### src/hdl/pptb_pkg.sv
// Package with the item types, operation codes and constants of the periodic timer bank.
package pptb_pkg;

    localparam logic [1:0] OP_TICK = 2'd0;
    localparam logic [1:0] OP_INIT = 2'd1;
    localparam logic [1:0] OP_STOP = 2'd2;

    localparam logic [15:0] STOPPED_COUNT = 16'hFFFF;

    typedef struct packed {
        logic [1:0]  operation;
        logic [4:0]  timer_index;
        logic [15:0] period;
        logic [15:0] first_count;
    } cmd_t;

    typedef struct packed {
        logic       expired_valid;
        logic [4:0] expired_index;
        logic       init_rejected;
    } rsp_t;

    typedef struct packed {
        logic [15:0] count;
        logic [15:0] period;
    } timer_entry_t;

endpackage

### src/hdl/polled_periodic_timer_bank.sv
// Top level of the periodic timer bank: a ring of timer cells and the sequencer at its head.
//
//   channel   direction  handshake            payload
//   command   in         start / busy         cmd (pptb_pkg::cmd_t)
//   response  out        done, one cycle      rsp (pptb_pkg::rsp_t)
//
// Every beat rotates the ring once, one timer per cycle through the update logic at cell 0,
// and busy stays high until the last timer has passed through that logic.
// The response shows for one cycle right after busy falls, and start is taken in that cycle.
// Reset stops every timer and clears every period at once.
// The receiver cannot stall the response.
module polled_periodic_timer_bank
#(
    parameter int NUM_TIMERS = 32
)
(
    input  logic           clk,
    input  logic           rst_n,
    input  logic           start,
    output logic           busy,
    input  pptb_pkg::cmd_t cmd,
    output logic           done,
    output pptb_pkg::rsp_t rsp
);

    localparam int STEP_W = (NUM_TIMERS > 1) ? $clog2(NUM_TIMERS) : 1;
    localparam int CMP_W  = (STEP_W > 5) ? STEP_W : 5;
    localparam logic [STEP_W-1:0] LAST_STEP = STEP_W'(NUM_TIMERS - 1);

    typedef enum logic {
        S_IDLE,
        S_WALK
    } state_t;

    state_t                 state_reg;
    pptb_pkg::cmd_t         cmd_reg;
    logic [STEP_W-1:0]      step_reg;
    logic                   found_reg;
    logic [4:0]             found_idx_reg;
    logic                   busy_reg;
    logic                   done_reg;
    pptb_pkg::rsp_t         rsp_reg;

    pptb_pkg::timer_entry_t entries [NUM_TIMERS];
    pptb_pkg::timer_entry_t head_next;
    logic                   shift;
    logic                   hit;
    logic                   running;
    logic                   idx_match;

    assign shift = (state_reg == S_WALK);

    genvar gi;
    generate
        for (gi = 0; gi < NUM_TIMERS; gi++)
        begin : g_cell
            if (gi == NUM_TIMERS - 1)
            begin : g_tail
                pptb_cell u_cell
                (
                    .clk       (clk),
                    .rst_n     (rst_n),
                    .shift     (shift),
                    .entry_in  (head_next),
                    .entry_out (entries[gi])
                );
            end
            else
            begin : g_body
                pptb_cell u_cell
                (
                    .clk       (clk),
                    .rst_n     (rst_n),
                    .shift     (shift),
                    .entry_in  (entries[gi+1]),
                    .entry_out (entries[gi])
                );
            end
        end
    endgenerate

    // Cell 0 holds the timer numbered by step_reg; its updated entry goes to the tail.
    always_comb
    begin
        head_next = entries[0];
        hit       = 1'b0;
        running   = (entries[0].count != pptb_pkg::STOPPED_COUNT);
        idx_match = (CMP_W'(cmd_reg.timer_index) == CMP_W'(step_reg));
        case (cmd_reg.operation)
            pptb_pkg::OP_TICK:
            begin
                if (running)
                begin
                    if (!found_reg && (entries[0].count >= entries[0].period))
                    begin
                        hit             = 1'b1;
                        head_next.count = 16'd1;
                    end
                    else
                    begin
                        head_next.count = entries[0].count + 16'd1;
                    end
                end
            end
            pptb_pkg::OP_INIT:
            begin
                if (idx_match && (cmd_reg.period != 16'd0))
                begin
                    head_next.count  = cmd_reg.first_count;
                    head_next.period = cmd_reg.period;
                end
            end
            pptb_pkg::OP_STOP:
            begin
                if (idx_match)
                begin
                    head_next.count = pptb_pkg::STOPPED_COUNT;
                end
            end
            default:
            begin
                head_next = entries[0];
            end
        endcase
    end

    always_ff @(posedge clk or negedge rst_n)
    begin
        if (!rst_n)
        begin
            state_reg     <= S_IDLE;
            step_reg      <= '0;
            found_reg     <= 1'b0;
            found_idx_reg <= 5'd0;
            busy_reg      <= 1'b0;
            done_reg      <= 1'b0;
            rsp_reg       <= '0;
            cmd_reg       <= '0;
        end
        else
        begin
            done_reg <= 1'b0;
            case (state_reg)
                S_IDLE:
                begin
                    if (start)
                    begin
                        cmd_reg   <= cmd;
                        step_reg  <= '0;
                        found_reg <= 1'b0;
                        busy_reg  <= 1'b1;
                        state_reg <= S_WALK;
                    end
                end
                S_WALK:
                begin
                    if (hit)
                    begin
                        found_reg     <= 1'b1;
                        found_idx_reg <= 5'(step_reg);
                    end
                    step_reg <= step_reg + 1'b1;
                    if (step_reg == LAST_STEP)
                    begin
                        state_reg             <= S_IDLE;
                        busy_reg              <= 1'b0;
                        done_reg              <= 1'b1;
                        rsp_reg.expired_valid <= hit || found_reg;
                        rsp_reg.expired_index <= hit ? 5'(step_reg)
                                               : (found_reg ? found_idx_reg : 5'd0);
                        rsp_reg.init_rejected <= (cmd_reg.operation == pptb_pkg::OP_INIT)
                                               && (cmd_reg.period == 16'd0);
                    end
                end
                default:
                begin
                    state_reg <= S_IDLE;
                end
            endcase
        end
    end

    assign busy = busy_reg;
    assign done = done_reg;
    assign rsp  = rsp_reg;

endmodule

### src/hdl/pptb_cell.sv
// One timer cell of the rotating chain: holds a count and a period and takes its neighbor's entry.
module pptb_cell
(
    input  logic                  clk,
    input  logic                  rst_n,
    input  logic                  shift,
    input  pptb_pkg::timer_entry_t entry_in,
    output pptb_pkg::timer_entry_t entry_out
);

    pptb_pkg::timer_entry_t entry_reg;

    always_ff @(posedge clk or negedge rst_n)
    begin
        if (!rst_n)
        begin
            entry_reg.count  <= pptb_pkg::STOPPED_COUNT;
            entry_reg.period <= 16'd0;
        end
        else if (shift)
        begin
            entry_reg <= entry_in;
        end
    end

    assign entry_out = entry_reg;

endmodule

### config.mk
export PLATFORM = sky130hd
export DESIGN_NAME = polled_periodic_timer_bank
export DESIGN_NICKNAME = d
export VERILOG_FILES = /design/src/hdl/pptb_pkg.sv /design/src/hdl/polled_periodic_timer_bank.sv /design/src/hdl/pptb_cell.sv
export SDC_FILE = /design/constraint.sdc
export NUM_CORES = 1
export LEC_CHECK = 0
export BUFFER_PORTS_ARGS = -buffer_cell sky130_fd_sc_hd__buf_4
export CAP_MARGIN = 10
export CORE_AREA = 2 2 254 256
export CTS_CLUSTER_DIAMETER = 150
export DETAILED_ROUTE_END_ITERATION = 8
export DIE_AREA = 0 0 256 258
export GPL_TIMING_DRIVEN = 1
export PLACE_DENSITY = 0.87
export SLEW_MARGIN = 25
export SYNTH_ARGS = -nofsm -noshare
export SYNTH_HDL_FRONTEND = slang
export SYNTH_SLANG_ARGS = --single-unit
### constraint.sdc
create_clock -name clk -period 4.55 [get_ports clk]
set_input_delay 0.6825 -clock clk [delete_from_list [all_inputs] [get_ports clk]]
set_output_delay 0.6825 -clock clk [all_outputs]
set_load 0.1 [all_outputs]
=== Word level (Yosys, flattened, before mapping) ===
Index checks and enable logic that the tools add are counted.

* Add/sub/neg operators: 2
* $mul: 0
* Div/mod/pow operators: 0
* $lt $le $gt $ge: 1
* Equality and inequality tests: 8
* Shift-type cells: 0
* Multiplexer cells: 24
* Bitwise operators: 1
* Reduce and logical (&&, ||, !) cells: 13

{| class="wikitable"
|+ Operators with widths
! operator !! count
|-
| 16-bit two-way mux || 4
|-
| 16-bit case mux with 3 select lines || 1
|-
| 32-bit two-way mux || 1
|-
| 16-bit by 1-bit adder with 16-bit output, second input constant || 1
|-
| 16-bit greater-or-equal comparator || 1
|-
| 16-bit zero test || 1
|-
| 16-bit inequality test, second input constant || 1
|-
| 16-bit nonzero test || 1
|-
| 5-bit two-way mux || 3
|-
| 1-bit two-way mux || 11
|-
| 5-bit case mux with 2 select lines || 1
|-
| 2-bit AND reduction || 5
|-
| 1-bit case mux with 2 select lines || 3
|-
| 5-bit by 1-bit adder with 5-bit output, second input constant || 1
|-
| 5-bit equality test || 1
|-
| 5-bit equality test, second input constant || 1
|-
| 2-bit by 1-bit inequality test with 1-bit output, second input constant || 2
|-
| 1-bit logical AND || 3
|-
| 2-bit by 1-bit equality test with 1-bit output, second input constant || 1
|-
| 2-bit equality test, second input constant || 1
|-
| 2-bit zero test || 1
|-
| 2-bit inequality test, second input constant || 1
|-
| 1-bit zero test || 1
|-
| 1-bit logical OR || 1
|-
| 1-bit inverter || 1
|}

* Register bits: 1084
* Latch bits: 0
* Bits in writable memories: 0
* ROM bits: 0
* Bits of input ports: 42
* Output and inout bits: 9
* Logic and storage cells: 126
* Memories kept: 0

=== Longest topological paths before layout ===
Gate-level depths: netlist (run 1).

* Depth after elaboration: 7
* Mapped depth: 10
* Mapped depth without buffers: 8

=== By module ===
From an unflattened synthesis (run 1), not the netlist that was laid out.

* Cells, all modules: 2576
* Area total of the unflattened synthesis: 47680.7 um^2

{| class="wikitable"
|+ By module, submodules not included
! module !! times used !! cells each !! area an instance (um^2) !! sequential area each (um^2)
|-
| pptb_cell || 32 || 68 || 1365.1 || 820.8
|-
| polled_periodic_timer_bank || 1 || 400 || 3998.8 || 1501.4
|}

=== Worst setup path after synthesis (run 1) ===
No wires, ideal clock.

* Path type: register -> register
* Start point: register g_cell[0].g_body.u_cell.entry_reg (netlist bit g_cell[0].g_body.u_cell.entry_out[29])
* End point: register found_idx_reg[0]
* Library setup time: 125 ps
* Data arrival time: 2843 ps
* Data required time: 4425 ps
* Path slack: 1582 ps
* Stages on the path, launching flop included: 10
* Path buffers: 2
* Period minus slack after synthesis: 2968 ps
* Cells stage by stage: dfstp_2 ha_1 nand4_1 or3_1 or4_1 a31o_1 buf_6 or3_4 buf_6 mux2_4

* Cells in the longest elaborated chain, start to end: 6
* Elaborated cells on any way between the ends: 7
* Classes of those cells: order compare (1); eq/ne (1); mux (3); reduce/logical (2)

{| class="wikitable"
|+ RTL lines
! what !! line !! text
|-
| from (decl) || pptb_cell.sv:11 || <nowiki>pptb_pkg::timer_entry_t entry_reg;</nowiki>
|-
| from (signal assigned) || pptb_cell.sv:22 || <nowiki>entry_reg <= entry_in;</nowiki>
|-
| 16-bit greater-or-equal comparator || polled_periodic_timer_bank.sv:94 || <nowiki>if (!found_reg && (entries[0].count >= entries[0].period))</nowiki>
|-
| 1-bit logical AND || polled_periodic_timer_bank.sv:94 ||
|-
| 1-bit two-way mux || polled_periodic_timer_bank.sv:94 ||
|-
| 1-bit two-way mux * || polled_periodic_timer_bank.sv:92 || <nowiki>if (running)</nowiki>
|-
| 1-bit two-way mux * || polled_periodic_timer_bank.sv:89 || <nowiki>case (cmd_reg.operation)</nowiki>
|-
| 2-bit AND reduction (no source line) * || -- ||
|-
| to (signal assigned) || polled_periodic_timer_bank.sv:160 || <nowiki>found_idx_reg <= 5'(step_reg);</nowiki>
|-
| to (decl) || polled_periodic_timer_bank.sv:39 || <nowiki>logic [4:0] found_idx_reg;</nowiki>
|}

Mark *: on every way between the ends. The rest lies on a longest branch, timed or not.
A chain may end at the register's enable or synchronous reset.

=== Worst setup path after layout (run 1) ===
* Start point: register g_cell[0].g_body.u_cell.entry_reg (netlist bit g_cell[0].g_body.u_cell.entry_out[29])
* End point: register g_cell[31].g_tail.u_cell.entry_reg (netlist bit g_cell[31].g_tail.u_cell.entry_out[31])

* Cells in the longest elaborated chain, start to end: 5
* Elaborated cells on any way between the ends: 7
* Classes of those cells: add/sub (1); order compare (1); eq/ne (1); mux (3); reduce/logical (1)

{| class="wikitable"
|+ RTL lines
! what !! line
|-
| 16-bit greater-or-equal comparator || polled_periodic_timer_bank.sv:94
|-
| 1-bit logical AND || polled_periodic_timer_bank.sv:94
|-
| 16-bit two-way mux || polled_periodic_timer_bank.sv:94
|-
| 16-bit two-way mux * || polled_periodic_timer_bank.sv:92
|-
| 16-bit case mux with 3 select lines * || polled_periodic_timer_bank.sv:89
|-
| to (signal assigned) || pptb_cell.sv:22
|-
| to (decl) || pptb_cell.sv:11
|}

Marks and branches as above.

==> reports/metrics.cfg, run 1 <==
[final_layout]
num-nets-final = 2691
final_area_um2 = 46920
multi_input_area_um2 = 13610
final_common_cell = mux2_2
antenna_cells = 0
final_cell_mix = mux2_2 (1016), dfrtp_1 (571), dfstp_2 (512)
area_growth_pct = 11.74
fin_cells = 3570
seqCellArea_um2 = 27770
fillers = 3603
drive_gt1_share_pct = 65.82
largest_reg_flops = 992

[placement]
dp_hpwl_um = 41360
dp_slack_ns = 1.359
placedCellCount = 3381
gp_congestion = 0.8660
dpl_cell_area_um2 = 43280
port-buffer-count = 50

[synth]
synth_cell_type_count = 55
ys_warn_count = 0
synth_top_area_cell = dfrtp_1
synth_edf_count = 0
postSynthCellCount = 2587
syn_nets = 2648
async_reset_ff_share_pct = 100.0
synthTopCellsByArea = dfrtp_1 (34%), dfstp_2 (32%), mux2_2 (27%)
synth_ff_type = dfrtp_1
avgSynthCellArea_um2 = 16.23
yosysTopAreaCellShare_pct = 34.09
netlist_area_um2 = 41990
synth-seq-cells = 1084
ys_seq_area_share_pct = 66.12

[power_and_ir_drop]
ir_drop_mv = 0.4143
fin_total_pwr_w = 0.03134
p_leak_nw = 22.00
p_per_area_nw_per_um2 = 667.9

[route]
drc_errors = 0
wl_met3_um = 2538
drt-total-wl_um = 71470
drt_first_pass_iters = 5
vias = 20510
drt-initial-drc-count = 1387
wire_per_inst_um = 20.02
wl_met1_um = 31490
drtAntennaViolNets = 0
routed_via_density = 5.745
highest_layer = met4
met2RoutedLength_um = 36220

[floorplanning]
fp.dieH_um = 258
core_region_area_um2 = 63650
fp.dieW_um = 256
initial_core_util_pct = 65.97
ioPinCount = 51
dieArea_um2 = 66050
rows = 93

[grt]
grt_pass1_wl_um = 119600
gr-total-overflow = 0
antenna_found_initial = 1
grt_use_total_pct = 22.19
grt_max_degree = 213
grt_pass1_vias = 22560

[worst_setup_path]
path_common_cell = a21o_1
arrival_ns = 3.82
worst_ep_required_time_ns = 5.10
path_cells = ha_1 -> a21o_1 -> a21o_1 -> a2111oi_0 -> a31o_1 -> o21ai_1 -> o32ai_1
cp_slowest_cell = a2111oi_0
end_kind = register
criticalPathCategory = reg -> reg
cpPeakStageDelay_ns = 0.78
startpoint_type = register
critPathMaxFanout = 9

[timing]
worst_slack_ns = 1.276
rsz0062_at_grt = false
slew_headroom_pct = 26.16
max_freq_mhz = 305.4
finClkSkew_ns = 0.02009
setup_viol = 0
hold_viol_final = 0
period_share_pct = 71.96
worst_slew_pin_slew_ns = 1.108
fin_setup_tns_ns = 0
drv_slew = 0
fin_crit_ns = 3.274

[clock_tree]
postCtsSetupRepairBufs = 0
hold_buffers = 0
clock-root-buffer = clkbuf_16
cts_made_buffers = 102
insertion_delay_ns = 0.65
clkTransAtPathRegs_ns = 0.06
cts_max_level = 3
clock_sinks = 1084
cts_tree = built
post_cts_resized = 0
clock_path_buffers = 3

[outcome]
status = complete, no violations

[min_path]
min_path_type = in -> async

[flow_run]
drv_cap = 0

-- worst max-delay path, delay by kind of cell (launching register included) --
family / cells / cell delay (ns)
adder cells (fa/ha/maj): 1 / 0.25
AO/OA/AOI/OAI: 6 / 2.36
flip-flops: 1 / 0.58
-- metrics by stage --
stage | util, % | hold slack [ns]
floorplan | - | 0.3869
global placement | 67.99 | 0.4682
detailed placement | 67.99 | 0.4713
CTS | 73.71 | 0.06520
global route | 73.72 | 0.1042
finish | 73.72 | 0.04899
-- routing by layer --
metal / global-route usage, % / vias up
li1: - / 9315
met1: 30.41 / 10780
met2: 37.45 / 301
met3: 3.475 / 108
met4: 6.059 / 0
met5: 0 / -
-- final timing paths --
path / start / endpoint / slack [ns] / cells after the start
min in group clk: cmd[30] / cmd_reg[30] / 0.27 / 2
max in group asynchronous: rst_n / g_cell[21].g_body.u_cell.entry_out[22] / 3.12 / 2
max: g_cell[0].g_body.u_cell.entry_out[29] / g_cell[31].g_tail.u_cell.entry_out[31] / 1.28 / 7
min: rst_n / g_cell[17].g_body.u_cell.entry_out[12] / 0.05 / 1
max reg2reg: g_cell[0].g_body.u_cell.entry_out[29] / g_cell[31].g_tail.u_cell.entry_out[31] / 1.28 / 7
min reg2reg: g_cell[13].g_body.u_cell.entry_out[15] / g_cell[12].g_body.u_cell.entry_out[15] / 0.49 / 1
-- final cells by class --
cell class / count / share of cell area (%)
Timing Repair Buffer: 81 / 1.613
Clock inverter: 35 / 1.261
Multi-Input combinational cell: 1342 / 29.01
Tap cell: 855 / 2.280
Sequential cell: 1084 / 59.18
Clock buffer: 154 / 6.498
Inverter: 19 / 0.1520
-- logic make-up (layout without fill, tap and decap cells) --
group	after synthesis	count (layout)	share of synthesized area [%]
flops	1084	1084	66.12
fa+ha+maj	19	19	0.5661
buf+inv	161	289	1.478
mux	1038	1038	27.83
simple gates	146	146	1.695
xor+xnor	12	12	0.2503
compound gates	127	127	2.059
-- power by group --
group          switching [W]  internal, W
Combinational        0.00271      0.00353
Clock                0.00359      0.00548
Sequential           0.00206       0.0140
-- synth_stat cells (all sizes together), types with 7 or more instances --
master and n:
buf 7, inv 19, o22ai 16, a21oi 22, clkbuf 135, dfrtp 572, o221ai 12, dfstp 512
o21ai 27, and3 13, nand2 35, ha 19, nor2 44, nand4 7, xor2 11, mux2 1021
mux2i 17, nand3 16
(Power assumes the default switching activity.)
==> run 2, diff against run 1 <==
Settings changed: ABC_AREA set to 1, CORE_AREA 2 2 254 256 to 2 2 277 279, DIE_AREA 0 0 256 258 to 0 0 279 281, PLACE_DENSITY 0.87 to 0.79.
Clock period 4.55 ns to 2.9 ns, I/O delays scaled along.
==> run 2 against run 1 <==
Effect of this change:
- clock-buffer cell count is 3 lower
- die area is 19% higher
- synthesized area is 1.4% higher
- worst setup slack worse by 0.64 ns
- critical endpoint is now found_idx_reg[3]
- register-to-register slack worse by 0.64 ns
- flip-flop and latch count stayed put
- critical path depth is 5 higher
- core utilization is 11 points lower
- highest routed layer is now met5
- power is 57% higher
- sequential power is 55% higher
- worst hold slack worse by 0.017 ns
==> reports/metrics.cfg, run 2 <==
[worst_setup_path]
worst_ep_required_time_ns = 3.49  ; -1.61 ns
critPathMaxFanout = 8  ; -1
startpoint_type = register
end_kind = register
arrival_ns = 2.86  ; -0.96 ns
criticalPathCategory = reg -> reg

[final_layout]
num-nets-final = 4567  ; +70%
largest_reg_flops = 992  ; unchanged
antenna_cells = 0  ; unchanged
fin_cells = 5563  ; +56%
fillers = 5696  ; +58%
final_cell_mix = nand2_1 (1363), o21ai_0 (998), dfrtp_1 (571)
final_common_cell = nand2_1
drive_gt1_share_pct = 17.67  ; -48 points
multi_input_area_um2 = 11620  ; -15%
seqCellArea_um2 = 27770  ; unchanged
area_growth_pct = 11.92

[grt]
grt_pass1_wl_um = 140900  ; +18%
grt_use_total_pct = 21.52  ; -0.67 points
antenna_found_initial = 1  ; unchanged
grt_max_degree = 252  ; +18%
gr-total-overflow = 0  ; unchanged
grt_pass1_vias = 28730  ; +27%

[synth]
ys_warn_count = 0  ; unchanged
synth_fa_ha_area_share_pct = 0.5583  ; -0.0078 points
synth_xor_area_share_pct = 0.1822  ; -0.068 points
synth-simple-area-share_pct = 13.79  ; +12 points
ys_seq_area_share_pct = 65.21  ; -0.91 points
synth_compound_area_share_pct = 12.76  ; +11 points
yosysTopAreaCellShare_pct = 33.62  ; -0.47 points
syn_nets = 4567  ; +72%
avgSynthCellArea_um2 = 9.450  ; -42%
synth_commonest_cells = nand2_1 (1363), o21ai_0 (998), dfrtp_1 (572)
synth.most_common_cell = nand2_1
synth_cell_type_count = 36  ; -35%
synth_edf_count = 0  ; unchanged
synth_top_family_by_area = simple AND/OR/NAND/NOR gates
synth_ff_type = dfrtp_1
netlist_area_um2 = 42580  ; +1.4%
postSynthCellCount = 4506  ; +74%
synth_top_area_cell = dfrtp_1
muxShareOfSynthArea_pct = 0  ; -28 points
synth-seq-cells = 1084  ; unchanged
synthTopCellsByArea = dfrtp_1 (34%), dfstp_2 (32%), nand2_1 (12%)
async_reset_ff_share_pct = 100.0  ; unchanged

[timing]
setup_viol = 0  ; unchanged
drv_slew = 0  ; unchanged
fin_setup_tns_ns = 0  ; unchanged
worst_slew_pin_slew_ns = 1.073  ; -0.03464 ns
fin_crit_ns = 2.269  ; -1.005 ns
rsz0062_at_grt = false
max_freq_mhz = 440.7  ; +44%
hold_viol_final = 0  ; unchanged
whs_ns = 0.03248  ; -0.01651 ns
slew_headroom_pct = 28.47  ; +2.3 points
period_share_pct = 78.24  ; +6.3 points
finClkSkew_ns = 0.02527  ; +0.005179 ns

[placement]
dp_hpwl_um = 47750  ; +15%
port-buffer-count = 50  ; unchanged
gp_congestion = 0.8769  ; +1.3%
placedCellCount = 5339  ; +58%

[power_and_ir_drop]
p_leak_nw = 20.63  ; -6.2%
power.net_switching_w = 0.01568  ; +87%
fin_total_pwr_w = 0.04920  ; +57%
switching_share_pct = 31.87  ; +5.2 points
internal_power_w = 0.03352  ; +46%
p_per_area_nw_per_um2 = 1033  ; +55%
ir_drop_mv = 0.7014  ; +69%
clkPwrFrac_pct = 27.6  ; -1.3 points
p_seq_share_pct = 50.4  ; -0.8 points
pwr-share-comb_pct = 22.0  ; +2.1 points

[clock_tree]
clkTransAtPathRegs_ns = 0.06  ; about the same
cts_max_level = 3  ; unchanged
cts_tree = built
clock_sinks = 1084  ; unchanged
clock-root-buffer = clkbuf_16
hold_buffers = 39  ; +39
cts_made_buffers = 104  ; +2.0%
postCtsSetupRepairBufs = 0  ; unchanged
clock_path_buffers = 3  ; unchanged
insertion_delay_ns = 0.67  ; +0.02 ns
post_cts_resized = 0  ; unchanged

[route]
drc_errors = 0  ; unchanged
routed_via_density = 5.187  ; -9.7%
drtAntennaViolNets = 0  ; unchanged
drt-total-wl_um = 81380  ; +14%
wire_per_inst_um = 14.63  ; -27%
drt_first_pass_iters = 6  ; +1
vias = 28850  ; +41%
drt-initial-drc-count = 2260  ; +63%

[floorplanning]
dieArea_um2 = 78400  ; +19%
fp.dieW_um = 279  ; +9.0%
rows = 101  ; +8.6%
ioPinCount = 51  ; unchanged
fp.dieH_um = 281  ; +8.9%
core_region_area_um2 = 75440  ; +19%
initial_core_util_pct = 56.44  ; -9.5 points

[min_path]
min_path_type = in -> reg

[outcome]
status = complete, no violations

[flow_run]
drv_cap = 0  ; unchanged

[run 2: cell types whose count changed after synthesis, moves of 13 or more]
cell,change
mux2i_1,-17
o21ai_0,+972
nor2_1,+38
buf_2,+104
nand2_1,+1328
inv_1,+528
nand3_1,+24
o22ai_1,-16
mux2_2,-1016
and3_1,-13
a21oi_1,+20
o21ai_1,+19
[run 2: worst max-delay path: stages, from the launching register on]
cell     delay [ns]
dfstp_2        0.56
inv_1          0.11
ha_1           0.30
nand4_1        0.09
nor2_1         0.10
nor2_1         0.04
nand2_1        0.05
nand2_1        0.04
nand2_1        0.12
nand4_2        0.30
nor2_2         0.31
nand2_1        0.09
nand2_1        0.08
[run 2: stage by stage]
step           utilization, %  cell area [um2]  setup slack, ns
4_1_cts                 63.16            47650           0.6198
5_1_grt                 63.16            47650           0.3765
6_report                63.16            47650           0.6310
3_3_place_gp            58.06            43800           0.6586
3_5_place_dp            58.06            43800           0.6594
2_1_floorplan               -            42580            1.046
[run 2: logic make-up after synthesis]
kind of cell               after synthesis
DFF                                   1084
and+or+nand+nor                       1513
xor gates and xnor gates                 8
adders and majority gates               19
AOI/OAI and AO/OA                     1078
buffers and inverters                  804
[run 2: metal layers]
metal  GRT usage [%]  share of wire, %  wire, um  up-vias
li1                -                 -         -    14050
met1           30.71                46     37680    14160
met2           34.51                47     38650      503
met3           3.068               3.9      3194      132
met4           6.672               2.3      1851        2
met5               0             0.016        13        -
[run 2: path summary, 6_finish.rpt]
check / start / to / slack (ns) / depth (start not counted)
worst min register to register: g_cell[21].g_body.u_cell.entry_out[19] / g_cell[21].g_body.u_cell.entry_out[19] / 0.46 / 2
worst max register to register: g_cell[0].g_body.u_cell.entry_out[16] / found_idx_reg[3] / 0.63 / 12
min in group asynchronous: rst_n / g_cell[21].g_body.u_cell.entry_out[14] / 0.31 / 2
max in group asynchronous: rst_n / g_cell[22].g_body.u_cell.entry_out[17] / 1.47 / 3
worst min-delay path: cmd[21] / cmd_reg[21] / 0.03 / 3
worst max-delay path: g_cell[0].g_body.u_cell.entry_out[16] / found_idx_reg[3] / 0.63 / 12
[run 2: power groups by stage]
stage / combinational (W) / sequential (W) / clock (W)
2_1_floorplan: 0.00793 / 0.0244 / 0
3_3_place_gp: 0.0103 / 0.0247 / 0
3_5_place_dp: 0.0107 / 0.0249 / 0
4_1_cts: 0.0110 / 0.0248 / 0.0138
5_1_grt: 0.0127 / 0.0254 / 0.0144
6_report: 0.0108 / 0.0248 / 0.0136
[run 2: cell type report]
class / count / share of cell area, %
multi-input combinational: 2618 / 24.38
inverter: 553 / 4.372
clock inverter: 34 / 0.8455
clock buffer: 151 / 6.422
tap: 978 / 2.568
timing repair buffer: 145 / 3.135
sequential: 1084 / 58.28
==> run 3, diff against run 2 <==
Clock period 2.9 ns to 1.9 ns, I/O delays scaled along.
==> run 3 against run 2 <==
Effect of this change:
- the flow now finishes with violations (setup timing)
- first-iteration DRC count is 1.4% higher
- design area grew 3.4%
- worst setup slack lost 0.81 ns
- power up 58%
- critical path depth up 3
- die area is the same
- core utilization rose by 2.1 points
- clock-buffer cell count up 6
- sequential share of layout area down 1.9 points
==> reports/metrics.cfg, run 3 (synthesis gave the netlist of run 2 again) <==
[outcome]
status = finished, violations left
violations = setup timing

[floorplanning]
fp.dieW_um = 279  ; unchanged
core_region_area_um2 = 75440  ; unchanged
fp.dieH_um = 281  ; unchanged
ioPinCount = 51  ; unchanged
dieArea_um2 = 78400  ; unchanged
initial_core_util_pct = 56.44  ; unchanged
rows = 101  ; unchanged

[timing]
worst_slack_ns = -0.1751  ; -0.8061 ns
fin_setup_tns_ns = -3.699  ; -3.699 ns
fin_crit_ns = 2.075  ; -0.1939 ns
period_share_pct = 109.2  ; +31 points
slew_headroom_pct = 58.39  ; +30 points
hold_viol_final = 0  ; unchanged
max_freq_mhz = 481.9  ; +9.3%
setup_viol = 27  ; +27
drv_slew = 0  ; unchanged
worst_slew_pin_slew_ns = 0.6242  ; -0.4487 ns
rsz0062_at_grt = true
finClkSkew_ns = 0.02063  ; -0.004648 ns

[power_and_ir_drop]
ir_drop_mv = 1.022  ; +46%
switching_share_pct = 31.84  ; about the same
pwr-share-comb_pct = 24.8  ; +2.8 points
fin_total_pwr_w = 0.07781  ; +58%
p_per_area_nw_per_um2 = 1580  ; +53%
power.net_switching_w = 0.02477  ; +58%
internal_power_w = 0.05303  ; +58%
p_leak_nw = 21.45  ; +4.0%
clkPwrFrac_pct = 26.8  ; -0.8 points
p_seq_share_pct = 48.4  ; -2.0 points

[worst_setup_path]
cp-startpoint = g_cell[0].g_body.u_cell.entry_out[16]
r2r_slack_ns = -0.18  ; -0.81 ns
critPathMaxFanout = 7  ; -1
arrival_ns = 2.66  ; -0.20 ns
worstReg2RegEnd = g_cell[31].g_tail.u_cell.entry_out[27]
end_kind = register
startpoint_type = register
worstReg2RegStart = g_cell[0].g_body.u_cell.entry_out[16]
reg2reg_depth = 15  ; +3
worst_ep_required_time_ns = 2.48  ; -1.01 ns
criticalPathCategory = reg -> reg

[flow_run]
drv_cap = 0  ; unchanged

[grt]
gr-total-overflow = 0  ; unchanged
grt_pass1_vias = 30240  ; +5.2%
grt_use_total_pct = 22.73  ; +1.2 points
antenna_found_initial = 0  ; -1
grt_pass1_wl_um = 148000  ; +5.1%
grt_max_degree = 168  ; -33%

[final_layout]
largest_reg_flops = 992  ; unchanged
antenna_cells = 0  ; unchanged
fin_cells = 5693  ; +2.3%
fin_util_pct = 65.28  ; +2.1 points
final_cell_mix = nand2_1 (1347), o21ai_0 (996), dfrtp_1 (570)
num-nets-final = 4698  ; +2.9%
area_growth_pct = 15.67
final_common_cell = nand2_1
drive_gt1_share_pct = 20.51  ; +2.8 points
fillers = 5459  ; -4.2%

[route]
wire_per_inst_um = 15.04  ; +2.8%
drc_errors = 0  ; unchanged
routed_via_density = 5.194  ; +0.13%
drt_first_pass_iters = 7  ; +1
drt-initial-drc-count = 2291  ; +1.4%
vias = 29570  ; +2.5%
drt-total-wl_um = 85600  ; +5.2%
drtAntennaViolNets = 0  ; unchanged

[clock_tree]
clock_sinks = 1084  ; unchanged
cts_max_level = 3  ; unchanged
clkTransAtPathRegs_ns = 0.06  ; about the same
clock_path_buffers = 3  ; unchanged
cts_made_buffers = 102  ; -1.9%
insertion_delay_ns = 0.66  ; about the same
clock-root-buffer = clkbuf_16
cts_tree = built

[placement]
placedCellCount = 5468  ; +2.4%
dp_hpwl_um = 51930  ; +8.7%
gp_congestion = 0.9054  ; +3.3%
dp_slack_ns = -0.1434  ; -0.8028 ns
port-buffer-count = 50  ; unchanged

[min_path]
min_path_type = in -> async

## run 3: area by class of cell
| type | instances | area [um2] | share of cell area (%) |
|---|---|---|---|
| sequential | 1084 | 27770 | 56.39 |
| multi-input combinational | 2618 | 11770 | 23.90 |
| clock buffer | 157 | 3133 | 6.361 |
| timing repair buffer | 278 | 2934 | 5.958 |
| inverter | 553 | 2083 | 4.230 |
| tap | 978 | 1224 | 2.485 |
| clock inverter | 25 | 334.1 | 0.6783 |
## run 3: through the flow
stage          hold slack (ns)  cell area [um2]
3_3_place_gp            0.2124            45170
6_report                0.1195            49250
4_1_cts                0.09537            49120
5_1_grt                 0.1222            49250
2_1_floorplan         -0.01059            42580
3_5_place_dp            0.2126            45170
## run 3: timing repair
| item | in CTS | in global routing |
|---|---|---|
| buffers inserted | 1 | 0 |
| hold buffers | 41 | 0 |
| pin swaps | 2 | 11 |
| hold endpoints to repair | 241 | 0 |
| setup endpoints to repair | 27 | 34 |
| gates resized for setup | 17 | 28 |
| cloned | 0 | 1 |
## run 3: power by group through the flow
stage	Combinational [W]	Clock (W)	Sequential, W
floorplan	0.0121	0	0.0373
global placement	0.0178	0	0.0375
CTS	0.0191	0.0212	0.0376
detailed placement	0.0185	0	0.0378
global route	0.0222	0.0221	0.0386
finish	0.0193	0.0208	0.0376
## run 3: routing by layer
metal  GRT usage, %  part of all wire (%)
met1          31.67                    45
met2          37.21                    49
met3          3.059                   3.9
met4          7.637                   2.5
met5              0                     0
## run 3: worst max path at each step
stage / to / slack, ns / depth (start not counted)
5_1_grt: g_cell[31].g_tail.u_cell.entry_out[31] / -0.28 / 15
3_3_place_gp: rsp[3] / -0.07 / 13
4_1_cts: g_cell[31].g_tail.u_cell.entry_out[25] / -0.09 / 15
3_5_place_dp: rsp[3] / -0.14 / 13
6_report: g_cell[31].g_tail.u_cell.entry_out[27] / -0.18 / 15
2_1_floorplan: found_idx_reg[0] / 0.05 / 13
## run 3: critical path, stage by stage, from the launching register on
cell and delay, ns:
dfstp_2 0.55, inv_2 0.06, ha_4 0.26, nand4_1 0.09, nor2_1 0.13, nor2_1 0.05, nand2_1 0.06, nand2_1 0.07
nand2_2 0.11, buf_6 0.11, nand3_4 0.09, clkbuf_16 0.20, nand2_1 0.07, nand2_1 0.05, nand2_1 0.05, nand2_1 0.04
